==> config.mk <==
export PLATFORM = sky130hd
export DESIGN_NAME = terminal_escape_stripper_unit
export DESIGN_NICKNAME = d
export VERILOG_FILES = /design/src/sv/tesu_pkg.sv /design/src/sv/terminal_escape_stripper_unit.sv
export VERILOG_INCLUDE_DIRS = /design/src /design/src/sv
export SDC_FILE = /design/constraint.sdc
export NUM_CORES = 1
export LEC_CHECK = 0
export ABC_AREA = 1
export BUFFER_PORTS_ARGS = -buffer_cell sky130_fd_sc_hd__buf_2
export CORE_AREA = 2 2 136 138
export CTS_BUF_LIST = sky130_fd_sc_hd__clkbuf_16
export CTS_CLUSTER_SIZE = 24
export DETAILED_ROUTE_END_ITERATION = 8
export DIE_AREA = 0 0 138 140
export PLACE_DENSITY = 0.47
export SLEW_MARGIN = 15
export SYNTH_ARGS = -nofsm -noshare
export SYNTH_HDL_FRONTEND = slang
export SYNTH_SLANG_ARGS = --single-unit
==> constraint.sdc <==
create_clock -name clk -period 4.1 [get_ports clk]
set_input_delay 0.205 -clock clk [delete_from_list [all_inputs] [get_ports clk]]
set_output_delay 0.205 -clock clk [all_outputs]
set_load 0.01 [all_outputs]
==> src/sv/terminal_escape_stripper_unit_assert.svh <==
// assertion macros for the terminal escape stripper
// expects clk and arst_n in the scope of the including module
`ifndef TERMINAL_ESCAPE_STRIPPER_UNIT_ASSERT_SVH
`define TERMINAL_ESCAPE_STRIPPER_UNIT_ASSERT_SVH

// same-cycle implication
`define TESU_ASSERT_NOW(label, ante, cons) \
	label: assert property (@(posedge clk) disable iff (!arst_n) (ante) |-> (cons)) \
		else $error("terminal escape stripper check failed");

// next-cycle implication
`define TESU_ASSERT_NEXT(label, ante, cons) \
	label: assert property (@(posedge clk) disable iff (!arst_n) (ante) |=> (cons)) \
		else $error("terminal escape stripper check failed");

`endif

==> src/sv/tesu_pkg.sv <==
// shared constants and types for the terminal escape stripper
// no dependencies
package tesu_pkg;

	localparam int LENGTH_BITS = 16;
	localparam int CAP_W       = 4;
	localparam int ADDR_W      = 3;

	typedef logic [LENGTH_BITS-1:0] count_t;
	typedef logic [LENGTH_BITS:0]   count_sum_t;

	// parser modes
	localparam logic [2:0] MODE_GROUND  = 3'd0;
	localparam logic [2:0] MODE_ESC     = 3'd1;
	localparam logic [2:0] MODE_CSI     = 3'd2;
	localparam logic [2:0] MODE_OSC     = 3'd3;
	localparam logic [2:0] MODE_OSC_ESC = 3'd4;

	// register index
	localparam logic REG_CURSOR_RIGHT_CAP = 1'b0;
	localparam logic [CAP_W-1:0] CAP_RESET = 4'd8;

	localparam logic [3:0] SPACE_LIMIT = 4'd8;
	localparam logic [3:0] NUM_MAX     = 4'd15;

	localparam logic [7:0] CH_NUL    = 8'h00;
	localparam logic [7:0] CH_BEL    = 8'h07;
	localparam logic [7:0] CH_TAB    = 8'h09;
	localparam logic [7:0] CH_LF     = 8'h0A;
	localparam logic [7:0] CH_ESC    = 8'h1B;
	localparam logic [7:0] CH_SPACE  = 8'h20;
	localparam logic [7:0] CH_SEMI   = 8'h3B;
	localparam logic [7:0] CH_CUF    = 8'h43;
	localparam logic [7:0] CH_LBRACK = 8'h5B;
	localparam logic [7:0] CH_BSLASH = 8'h5C;
	localparam logic [7:0] CH_RBRACK = 8'h5D;
	localparam logic [7:0] CH_DEL    = 8'h7F;

endpackage

==> src/sv/terminal_escape_stripper_unit.sv <==
// Terminal escape stripper: one text byte in per item, printable text out.
// Throughput is one input item per cycle unless the output side stalls: the byte is
// registered, parsed in one pass against the parser state, and its result is
// placed in the output register. A cursor-right sequence that expands to n spaces
// holds the output register until all n spaces are taken, and the input side stalls
// once the parsed byte behind it also has a result to deliver. Bytes that give no result
// (dropped controls, escape bodies) never wait on the output side. Byte 0x00 ends
// the text, reports the number of bytes emitted and resets the parser.
// Depends on tesu_pkg and terminal_escape_stripper_unit_assert.svh.
`include "terminal_escape_stripper_unit_assert.svh"

module terminal_escape_stripper_unit (
	input  logic                       clk,
	input  logic                       arst_n,
	// apb configuration port
	input  logic                       psel,
	input  logic                       penable,
	input  logic                       pwrite,
	input  logic [tesu_pkg::ADDR_W-1:0] paddr,
	input  logic [31:0]                pwdata,
	output logic [31:0]                prdata,
	output logic                       pready,
	// input channel
	input  logic                       in_valid,
	output logic                       in_ready,
	input  logic [7:0]                 data_byte,
	// result channel
	output logic                       out_valid,
	input  logic                       out_ready,
	output logic [7:0]                 out_byte,
	output logic                       text_end,
	output logic [15:0]                out_length,
	output logic                       last
);

	// configuration
	logic [tesu_pkg::CAP_W-1:0] cap_q;
	logic                       cfg_wr;
	logic                       reg_sel;

	assign pready  = 1'b1;
	assign reg_sel = paddr[2];
	assign cfg_wr  = psel && penable && pwrite && pready;
	assign prdata  = (reg_sel == tesu_pkg::REG_CURSOR_RIGHT_CAP) ? 32'(cap_q) : 32'd0;

	always_ff @(posedge clk or negedge arst_n) begin
		if (!arst_n) begin
			cap_q <= tesu_pkg::CAP_RESET;
		end else if (cfg_wr && reg_sel == tesu_pkg::REG_CURSOR_RIGHT_CAP) begin
			cap_q <= pwdata[tesu_pkg::CAP_W-1:0];
		end
	end

	// input register
	logic       valid_s1;
	logic [7:0] byte_s1;
	logic       adv_s1;

	// parser state
	logic [2:0]       mode_q;
	logic [3:0]       num_q;
	logic             has_digit_q;
	logic             seen_q;
	logic [1:0]       utf_q;
	tesu_pkg::count_t emit_cnt_q;

	logic [2:0] mode_d;
	logic [3:0] num_d;
	logic       has_digit_d;
	logic       seen_d;
	logic [1:0] utf_d;

	// result of the parsed byte
	logic [3:0] res_cnt;
	logic [7:0] res_byte;
	logic       res_end;
	logic       do_ground;

	logic [7:0] num_x10;
	logic [7:0] digit_v;
	logic [3:0] n_req;
	logic [3:0] n_cap;
	logic [3:0] n_sp;
	logic [31:0] cnt_ext;
	logic [15:0] len_clamp;
	tesu_pkg::count_sum_t cnt_sum;
	tesu_pkg::count_t     cnt_next;

	// output register
	logic       out_valid_q;
	logic [7:0] out_byte_q;
	logic       text_end_q;
	logic [15:0] out_length_q;
	logic [2:0] rep_q;
	logic       out_free;
	logic       out_fire;

	assign num_x10 = {1'b0, num_q, 3'b000} + {3'b000, num_q, 1'b0};
	assign digit_v = num_x10 + {4'b0000, byte_s1[3:0]};
	assign n_req   = has_digit_q ? num_q : 4'd1;
	assign n_cap   = (n_req > cap_q) ? cap_q : n_req;
	assign n_sp    = (n_cap > tesu_pkg::SPACE_LIMIT) ? tesu_pkg::SPACE_LIMIT : n_cap;

	assign cnt_ext   = 32'(emit_cnt_q);
	assign len_clamp = (cnt_ext > 32'h0000_FFFF) ? 16'hFFFF : cnt_ext[15:0];

	always_comb begin
		mode_d      = mode_q;
		num_d       = num_q;
		has_digit_d = has_digit_q;
		seen_d      = seen_q;
		utf_d       = utf_q;
		res_cnt     = 4'd0;
		res_byte    = byte_s1;
		res_end     = 1'b0;
		do_ground   = 1'b0;

		if (byte_s1 == tesu_pkg::CH_NUL) begin
			res_cnt     = 4'd1;
			res_end     = 1'b1;
			mode_d      = tesu_pkg::MODE_GROUND;
			num_d       = 4'd0;
			has_digit_d = 1'b0;
			seen_d      = 1'b0;
			utf_d       = 2'd0;
		end else begin
			unique case (mode_q)
				tesu_pkg::MODE_ESC: begin
					if (byte_s1 == tesu_pkg::CH_LBRACK) begin
						mode_d      = tesu_pkg::MODE_CSI;
						num_d       = 4'd0;
						has_digit_d = 1'b0;
						seen_d      = 1'b0;
					end else if (byte_s1 == tesu_pkg::CH_RBRACK) begin
						mode_d = tesu_pkg::MODE_OSC;
					end else if (byte_s1 >= 8'h20 && byte_s1 <= 8'h7E) begin
						mode_d = tesu_pkg::MODE_GROUND;
					end else begin
						// non-printable after esc is taken as a ground byte
						mode_d    = tesu_pkg::MODE_GROUND;
						do_ground = 1'b1;
					end
				end
				tesu_pkg::MODE_CSI: begin
					if (byte_s1 >= 8'h40 && byte_s1 <= 8'h7E) begin
						if (byte_s1 == tesu_pkg::CH_CUF && (has_digit_q || !seen_q)) begin
							res_cnt  = n_sp;
							res_byte = tesu_pkg::CH_SPACE;
						end
						mode_d = tesu_pkg::MODE_GROUND;
					end else begin
						seen_d = 1'b1;
						if (byte_s1 >= 8'h30 && byte_s1 <= 8'h39) begin
							num_d       = (digit_v > 8'd15) ? tesu_pkg::NUM_MAX : digit_v[3:0];
							has_digit_d = 1'b1;
						end else if (byte_s1 == tesu_pkg::CH_SEMI) begin
							has_digit_d = 1'b0;
						end
					end
				end
				tesu_pkg::MODE_OSC, tesu_pkg::MODE_OSC_ESC: begin
					if (mode_q == tesu_pkg::MODE_OSC_ESC && byte_s1 == tesu_pkg::CH_BSLASH) begin
						mode_d = tesu_pkg::MODE_GROUND;
					end else if (byte_s1 == tesu_pkg::CH_BEL) begin
						mode_d = tesu_pkg::MODE_GROUND;
					end else if (byte_s1 == tesu_pkg::CH_ESC) begin
						mode_d = tesu_pkg::MODE_OSC_ESC;
					end else begin
						mode_d = tesu_pkg::MODE_OSC;
					end
				end
				default: begin
					mode_d    = tesu_pkg::MODE_GROUND;
					do_ground = 1'b1;
				end
			endcase

			if (do_ground) begin
				if (utf_q != 2'd0 && byte_s1[7:6] == 2'b10) begin
					utf_d   = utf_q - 2'd1;
					res_cnt = 4'd1;
				end else begin
					utf_d = 2'd0;
					if (byte_s1 == tesu_pkg::CH_ESC) begin
						mode_d = tesu_pkg::MODE_ESC;
					end else if ((byte_s1 < 8'h20 && byte_s1 != tesu_pkg::CH_LF &&
						byte_s1 != tesu_pkg::CH_TAB) || byte_s1 == tesu_pkg::CH_DEL) begin
						res_cnt = 4'd0;
					end else if (byte_s1 >= 8'hC2 && byte_s1 <= 8'hF4) begin
						// utf-8 lead byte opens a run of continuation bytes
						utf_d   = (byte_s1 <= 8'hDF) ? 2'd1 : (byte_s1 <= 8'hEF) ? 2'd2 : 2'd3;
						res_cnt = 4'd1;
					end else if (byte_s1 >= 8'h80 && byte_s1 <= 8'h9F) begin
						res_cnt = 4'd0;
					end else begin
						res_cnt = 4'd1;
					end
				end
			end
		end
	end

	// saturating emitted count
	assign cnt_sum  = {1'b0, emit_cnt_q} + (tesu_pkg::LENGTH_BITS+1)'(res_cnt);
	assign cnt_next = cnt_sum[tesu_pkg::LENGTH_BITS] ? '1 :
		cnt_sum[tesu_pkg::LENGTH_BITS-1:0];

	assign out_fire = out_valid_q && out_ready;
	assign out_free = !out_valid_q || (out_ready && rep_q == 3'd0);
	assign adv_s1   = valid_s1 && (res_cnt == 4'd0 || out_free);
	assign in_ready = !valid_s1 || adv_s1;

	always_ff @(posedge clk or negedge arst_n) begin
		if (!arst_n) begin
			valid_s1 <= 1'b0;
		end else if (in_ready) begin
			valid_s1 <= in_valid;
		end
	end

	always_ff @(posedge clk) begin
		if (in_valid && in_ready) begin
			byte_s1 <= data_byte;
		end
	end

	always_ff @(posedge clk or negedge arst_n) begin
		if (!arst_n) begin
			mode_q      <= tesu_pkg::MODE_GROUND;
			num_q       <= 4'd0;
			has_digit_q <= 1'b0;
			seen_q      <= 1'b0;
			utf_q       <= 2'd0;
			emit_cnt_q  <= '0;
		end else if (adv_s1) begin
			mode_q      <= mode_d;
			num_q       <= num_d;
			has_digit_q <= has_digit_d;
			seen_q      <= seen_d;
			utf_q       <= utf_d;
			emit_cnt_q  <= res_end ? '0 : cnt_next;
		end
	end

	always_ff @(posedge clk or negedge arst_n) begin
		if (!arst_n) begin
			out_valid_q <= 1'b0;
			rep_q       <= 3'd0;
		end else if (adv_s1 && res_cnt != 4'd0) begin
			out_valid_q <= 1'b1;
			rep_q       <= 3'(res_cnt - 4'd1);
		end else if (out_fire) begin
			// a space burst repeats the same item until its count runs out
			if (rep_q != 3'd0) begin
				rep_q <= rep_q - 3'd1;
			end else begin
				out_valid_q <= 1'b0;
			end
		end
	end

	always_ff @(posedge clk) begin
		if (adv_s1 && res_cnt != 4'd0) begin
			out_byte_q   <= res_end ? 8'h00 : res_byte;
			text_end_q   <= res_end;
			out_length_q <= res_end ? len_clamp : 16'd0;
		end
	end

	assign out_valid  = out_valid_q;
	assign out_byte   = out_byte_q;
	assign text_end   = text_end_q;
	assign out_length = out_length_q;
	assign last       = (rep_q == 3'd0);

	`TESU_ASSERT_NOW(a_burst_is_spaces, out_valid_q && rep_q != 3'd0, out_byte_q == tesu_pkg::CH_SPACE && !text_end_q)
	`TESU_ASSERT_NOW(a_end_single, out_valid_q && text_end_q, rep_q == 3'd0 && out_byte_q == tesu_pkg::CH_NUL)
	`TESU_ASSERT_NEXT(a_burst_holds, out_fire && rep_q != 3'd0, out_valid_q && out_byte_q == $past(out_byte_q))
	`TESU_ASSERT_NEXT(a_end_clears, adv_s1 && byte_s1 == tesu_pkg::CH_NUL, mode_q == tesu_pkg::MODE_GROUND && emit_cnt_q == '0)
	`TESU_ASSERT_NOW(a_utf_in_ground, utf_q != 2'd0, mode_q == tesu_pkg::MODE_GROUND)

endmodule

==> results of run 1 <==
## final timing paths
kind / to / slack, ps / cells after the start
setup / recovery: emit_cnt_q[14] / 410 / 22
hold / removal: cap_q[2] / -8 / 1
setup reg to reg: emit_cnt_q[14] / 410 / 22
hold reg to reg: seen_q / 520 / 2
max in group asynchronous: has_digit_q / 3530 / 1
min in group clk: byte_s1[4] / 40 / 1
## synth_stat cells (2+ instances only)
library cell,count,share of area (%)
nor2_1,55,4.7
buf_6,2,0.51
nand4_1,9,1.3
nand3_2,3,0.68
nor3_1,10,1.1
o21ai_0,9,1.0
clkbuf_1,7,0.60
a22oi_1,2,0.34
fa_1,3,1.4
nand2_4,2,0.51
nand2_2,8,1.1
inv_2,15,1.3
nand3_4,2,0.80
o21ai_1,26,3.0
nor4_1,3,0.43
nor2_2,2,0.29
inv_1,76,6.5
edfxtp_1,33,23
o211ai_1,8,1.4
dfrtp_1,35,20
o211ai_2,2,0.57
a21oi_2,3,0.60
conb_1,2,0.17
o21a_1,2,0.34
nor3_2,4,0.91
ha_1,17,4.9
a21oi_1,19,2.2
nand3_1,41,4.7
xor2_1,3,0.60
buf_4,29,5.0
nand2_1,73,6.2
## final cells by class
cell class | count | area share, %
multi-input combinational | 348 | 38.7
sequential | 69 | 37.1
inverter | 92 | 6.86
timing repair buffer | 56 | 5.73
tap | 229 | 5.61
clock buffer | 10 | 4.90
clock inverter | 6 | 1.18
## per-layer routing
layer	part of all wire, %	track usage [%]	vias up
met3	4.0	3.56	2
met2	49	18.0	71
met5	0	0	-
li1	-	-	1767
met1	47	13.1	1612
met4	0.44	3.33	0
## stage by stage
| stage | util (%) | area (sq um) |
|---|---|---|
| after floorplan | - | 4490 |
| after global placement | 26.9 | 4780 |
| after detailed placement | 26.9 | 4780 |
| after CTS | 28.6 | 5090 |
| after global routing | 28.7 | 5110 |
| final | 28.7 | 5110 |
## cell families after synthesis
family / Yosys count
and+or+nand+nor: 218
DFF: 69
adders and majority gates: 20
muxes: 1
AOI/OAI and AO/OA: 77
other: 2
xor gates and xnor gates: 3
buffers and inverters: 132
## state kept, by name (all words and copies together), names as in the netlist
| signal | cells |
|---|---|
| byte_s1 | 8 |
| seen_q | 1 |
| out_byte | 8 |
| out_valid | 1 |
| cap_q | 4 |
| rep_q | 3 |
| mode_q | 3 |
| emit_cnt_q | 16 |
| out_length | 16 |
| num_q | 4 |
| valid_s1 | 1 |
| has_digit_q | 1 |
| text_end | 1 |
| utf_q | 2 |
## power groups by stage
| stage | sequential (mW) | clock (mW) | combinational [mW] |
|---|---|---|---|
| finish | 1.15 | 0.799 | 1.32 |
| global route | 1.18 | 0.858 | 1.51 |
| CTS | 1.15 | 0.827 | 1.34 |
| detailed placement | 1.16 | 0 | 1.34 |
| global placement | 1.16 | 0 | 1.30 |
| floorplan | 1.18 | 0 | 0.994 |
==> flow_summary.yaml, run 1 <==
critical_path:
  endpoint_kind: "register"
  critPathKind: "reg -> reg"
  cp_top_family: "simple AND/OR/NAND/NOR gates"
  worstPathRequired_ps: 4320
  max_stage_delay_ps: 510
  cp-startpoint: "cap_q[3]"
  critPathMaxFanout: 6
  cp_slowest_cell: "dfstp_2"
  crit_chain: "inv_1, ha_1, a21oi_1, nand2_2, nand2_2, nand2_1, nand2_2, nand4_1, nand3_4, ha_1, fa_1, a21oi_1, o21a_1, nor3_4, nand2_1, nor2_1, buf_4, nand3_1, nor3_1, a211oi_1, nand2_1, o21ai_1"
  start_kind: "register"
  timing.rr.start: "cap_q[3]"
  cp.arrival_ps: 3910
  path_buf_inv: 2
power:
  fin_total_pwr_mw: 3.26
  p_sw_mw: 1.32
  clkPwrFrac_pct: 24.5
  seqPwrFrac_pct: 35.2
  ir_worst_vdd_mv: 0.269
  comb_power_share_pct: 40.3
  switching_share_pct: 40.5
  powerDensity_nw_per_um2: 639
  leakage_nw: 2.40
  p_int_mw: 1.94
hold_path:
  hold_class: "in -> async"
clock_network:
  cts_tree: "built"
  h-tree-depth: 3
  path_clk_slew_ps: 60
  tritoncts.num_buffers: 9
  postCtsHoldBufs: 0
  post-cts-setup-buffers: 0
  root_buffer: "clkbuf_16"
  cts_sinks: 69
  cts_resized: 0
  cts_buffer_depth: 2
  worst_skew_pair.late_latency_ps: 340
placed_design:
  dp.cells: 794
  place_hpwl_um: 7230
  preCtsSetupSlack_ps: 305
  gp_congestion: 0.829
  place.port_buffers: 51
sta:
  setup_violations: 0
  hold_ws_ps: -8.50
  worst_pin_slew_ps: 905
  clock_skew_ps: 12.1
  fin_crit_ps: 3690
  fmax_mhz: 271
  hold_viol: 5
  rsz0062_at_grt: "false"
  fin_ws_ps: 409
  drv_slew: 0
  slew_headroom_pct: 39.7
  fin_tns_setup_ps: 0
  fin_crit_sh_pct: 90.0
synthesis:
  synth_xor_area_share_pct: 0.599
  synth_compound_area_share_pct: 10.4
  seq_area_frac_synth_pct: 43.2
  synth.distinct_cells: 48
  synth_edf_count: 33
  syn_area_sq_um: 4390
  syn_area_per_cell_sq_um: 8.40
  ys_warn_count: 0
  syn_inst: 522
  yosys.area_share.simple_pct: 24.7
  synth_top_family_by_area: "simple AND/OR/NAND/NOR gates"
  synthArstFlopShare_pct: 52.2
  synthAdderAreaFrac_pct: 6.22
  ys.flop_type: "dfrtp_1"
  synth_mux_area_share_pct: 0.228
  ys_ff_latch: 69
grt:
  antenna_found_initial: 0
  grt_pass1_vias: 3487
  grt_overflow: 0
  grt_max_degree: 41
  grt.total_usage_pct: 10.7
  grt_pass1_wl_um: 16700
floorplan:
  die_h_um: 140
  rows: 49
  die_area_sq_um: 19300
  coreArea_sq_um: 17800
  die_w_um: 138
  start_util_pct: 24.7
  io_pins: 111
job:
  maxCapViolCount: 0
status:
  status: "finished with violations"
  violations: "negative hold slack"
cells_and_area:
  post_layout_nonfiller_instances: 810
  mostFrequentLayoutCells: "inv_1, nand2_1, nor2_1"
  diodes: 0
  finalNetCount: 646
  layout_commonest_cell: "inv_1"
  n_fill_cell: 1955
  layout-drive-gt1-share_pct: 20.8
  area_growth_pct: 16.5
  multiInputGateArea_sq_um: 1970
  regArea_sq_um: 1890
detailed_routing:
  drt_wl_total_um: 9910
  ant_nets: 0
  vias_per_cell: 4.26
  avgRoutedWirePerCell_um: 12.2
  drt-initial-drc-count: 170
  post-route-drc-count: 0
  first_pass_iters: 4
  vias: 3452
(Power assumes the default switching activity.)
==> run 2, diff against run 1 <==
--- a/config.mk
+++ b/config.mk
@@ -13,7 +13,7 @@
 export CTS_CLUSTER_SIZE = 24
 export DETAILED_ROUTE_END_ITERATION = 8
 export DIE_AREA = 0 0 138 140
-export PLACE_DENSITY = 0.47
+export PLACE_DENSITY = 0.5
 export SLEW_MARGIN = 15
 export SYNTH_ARGS = -nofsm -noshare
 export SYNTH_HDL_FRONTEND = slang
==> run 2 against run 1 <==
  * The run still ends with negative hold slack left
  * Final cell count increased by 0.12%
  * Critical path depth unchanged
  * Core utilization increased by 0.16 points
  * Via count decreased by 2.8%
  * Critical path type unchanged
==> flow_summary.yaml, run 2 (synthesized netlist as in run 1, its figures left out) <==
clock_network:
  cts_tree: "built"
  worst_skew_pair.late_latency_ps: 340
  root_buffer: "clkbuf_16"
  cts_buffer_depth: 2
  h-tree-depth: 3
  postCtsHoldBufs: 0
  post-cts-setup-buffers: 0
  cts_sinks: 69
  path_clk_slew_ps: 60
  tritoncts.num_buffers: 9
critical_path:
  reg2reg_setup_slack_ps: 480
  critPathMaxFanout: 8
  worstPathRequired_ps: 4340
  path_buf_inv: 3
  cp_slowest_cell: "dfstp_2"
  timing.rr.end: "emit_cnt_q[3]"
  cp_top_family: "simple AND/OR/NAND/NOR gates"
  cp_num_cells: 22
  cp.arrival_ps: 3860
  crit_path_end: "emit_cnt_q[3]"
  endpoint_kind: "register"
  start_kind: "register"
  cp-startpoint: "cap_q[3]"
  critPathKind: "reg -> reg"
  max_stage_delay_ps: 510
  timing.rr.start: "cap_q[3]"
  reg2reg_depth: 22
  cp_common_cell: "nand2_1"
  crit_chain: "inv_1, ha_1, nand2_1, inv_2, nand2_1, nand2_2, nand2_2, nand2_1, nand2_2, nand4_1, nand3_4, ha_1, fa_1, a21oi_1, o21a_1, nor3_4, nand2_1, nor2_1, nand2_1, inv_2, a21oi_1, o31ai_1"
floorplan:
  die_h_um: 140
  coreArea_sq_um: 17800
  rows: 49
  start_util_pct: 24.7
  die_area_sq_um: 19300
  io_pins: 111
  die_w_um: 138
power:
  ir_worst_vdd_mv: 0.307
  powerDensity_nw_per_um2: 643
  leakage_nw: 2.42
detailed_routing:
  drt_wl_total_um: 9530
  post-route-drc-count: 0
  avgRoutedWirePerCell_um: 11.7
  vias: 3355
  vias_per_cell: 4.14
  ant_nets: 0
  first_pass_iters: 4
  drt-initial-drc-count: 260
placed_design:
  placed_area_sq_um: 4790
  preCtsSetupSlack_ps: 333
  gp_congestion: 0.805
  place_hpwl_um: 6900
  place.port_buffers: 51
sta:
  fmax_mhz: 276
  worst_pin_slew_ps: 875
  slew_headroom_pct: 41.7
  setup_violations: 0
  drv_slew: 0
  hold_ws_ps: -15.2
  rsz0062_at_grt: "false"
  hold_viol: 33
  fin_ws_ps: 480
  fin_crit_ps: 3620
  fin_tns_setup_ps: 0
  clock_skew_ps: 9.51
  fin_crit_sh_pct: 88.3
cells_and_area:
  n_fill_cell: 1921
  regArea_sq_um: 1890
  area_growth_pct: 17.1
  layout_commonest_cell: "inv_1"
  multiInputGateArea_sq_um: 1970
  diodes: 0
  final_area_sq_um: 5140
  finalNetCount: 647
  mostFrequentLayoutCells: "inv_1, nand2_1, nor2_1"
  layout-drive-gt1-share_pct: 21.1
grt:
  grt.total_usage_pct: 10.4
  grt_pass1_wl_um: 15900
  grt_overflow: 0
  grt_max_degree: 41
  antenna_found_initial: 0
  grt_pass1_vias: 3149
job:
  maxCapViolCount: 0
status:
  status: "finished with violations"
  violations: "negative hold slack"
hold_path:
  hold_class: "in -> async"
## run 2: cell types whose count changed in the layout (fill, tap and decap cells not counted), sizes merged
cell	change
clkinvlp	-1
inv	-1
buf	+1
clkinv	+1
clkbuf	+1
## run 2: worst min-delay path by stage
| stage | from | end | slack, ps | cells past startpoint |
|---|---|---|---|---|
| after floorplan | arst_n | cap_q[0] | -90 | 0 |
| after detailed placement | data_byte[4] | byte_s1[4] | 380 | 1 |
| after CTS | arst_n | emit_cnt_q[10] | 20 | 1 |
| after global placement | arst_n | cap_q[1] | 380 | 1 |
| final | arst_n | emit_cnt_q[10] | -20 | 1 |
| after global routing | data_byte[2] | byte_s1[2] | 20 | 1 |
## run 2: metrics by stage
step | cells | power, mW | utilization, %
detailed placement | 795 | 2.48 | 26.9
finish | 811 | 3.30 | 28.9
global placement | 795 | 2.47 | 26.9
CTS | 811 | 3.35 | 28.8
floorplan | 549 | 2.18 | -
global route | 811 | 3.56 | 28.9
## run 2: area by class of cell
class,count,share of cell area [%]
Clock buffer,11,5.36
Clock inverter,5,1.10
Inverter,92,6.82
Multi-Input combinational cell,348,38.4
Sequential cell,69,36.9
Tap cell,229,5.58
Timing Repair Buffer,57,5.85
## run 2: timing repair
item                       4_1_cts  5_1_grt
setup endpoints to repair        0        9
hold endpoints to repair         0        0
resized for setup                0        4
## run 2: layer usage
layer | track usage, % | vias up | part of all wire (%)
met5 | 0 | - | 0
met4 | 3.92 | 0 | 1.5
met3 | 3.49 | 11 | 5.7
met2 | 15.6 | 73 | 45
met1 | 13.9 | 1509 | 48
li1 | - | 1762 | -
## run 2: report_power, final
group	internal, mW	switching [mW]
clock network	0.543	0.302
registers	0.999	0.147
logic	0.435	0.874
total	1.98	1.32
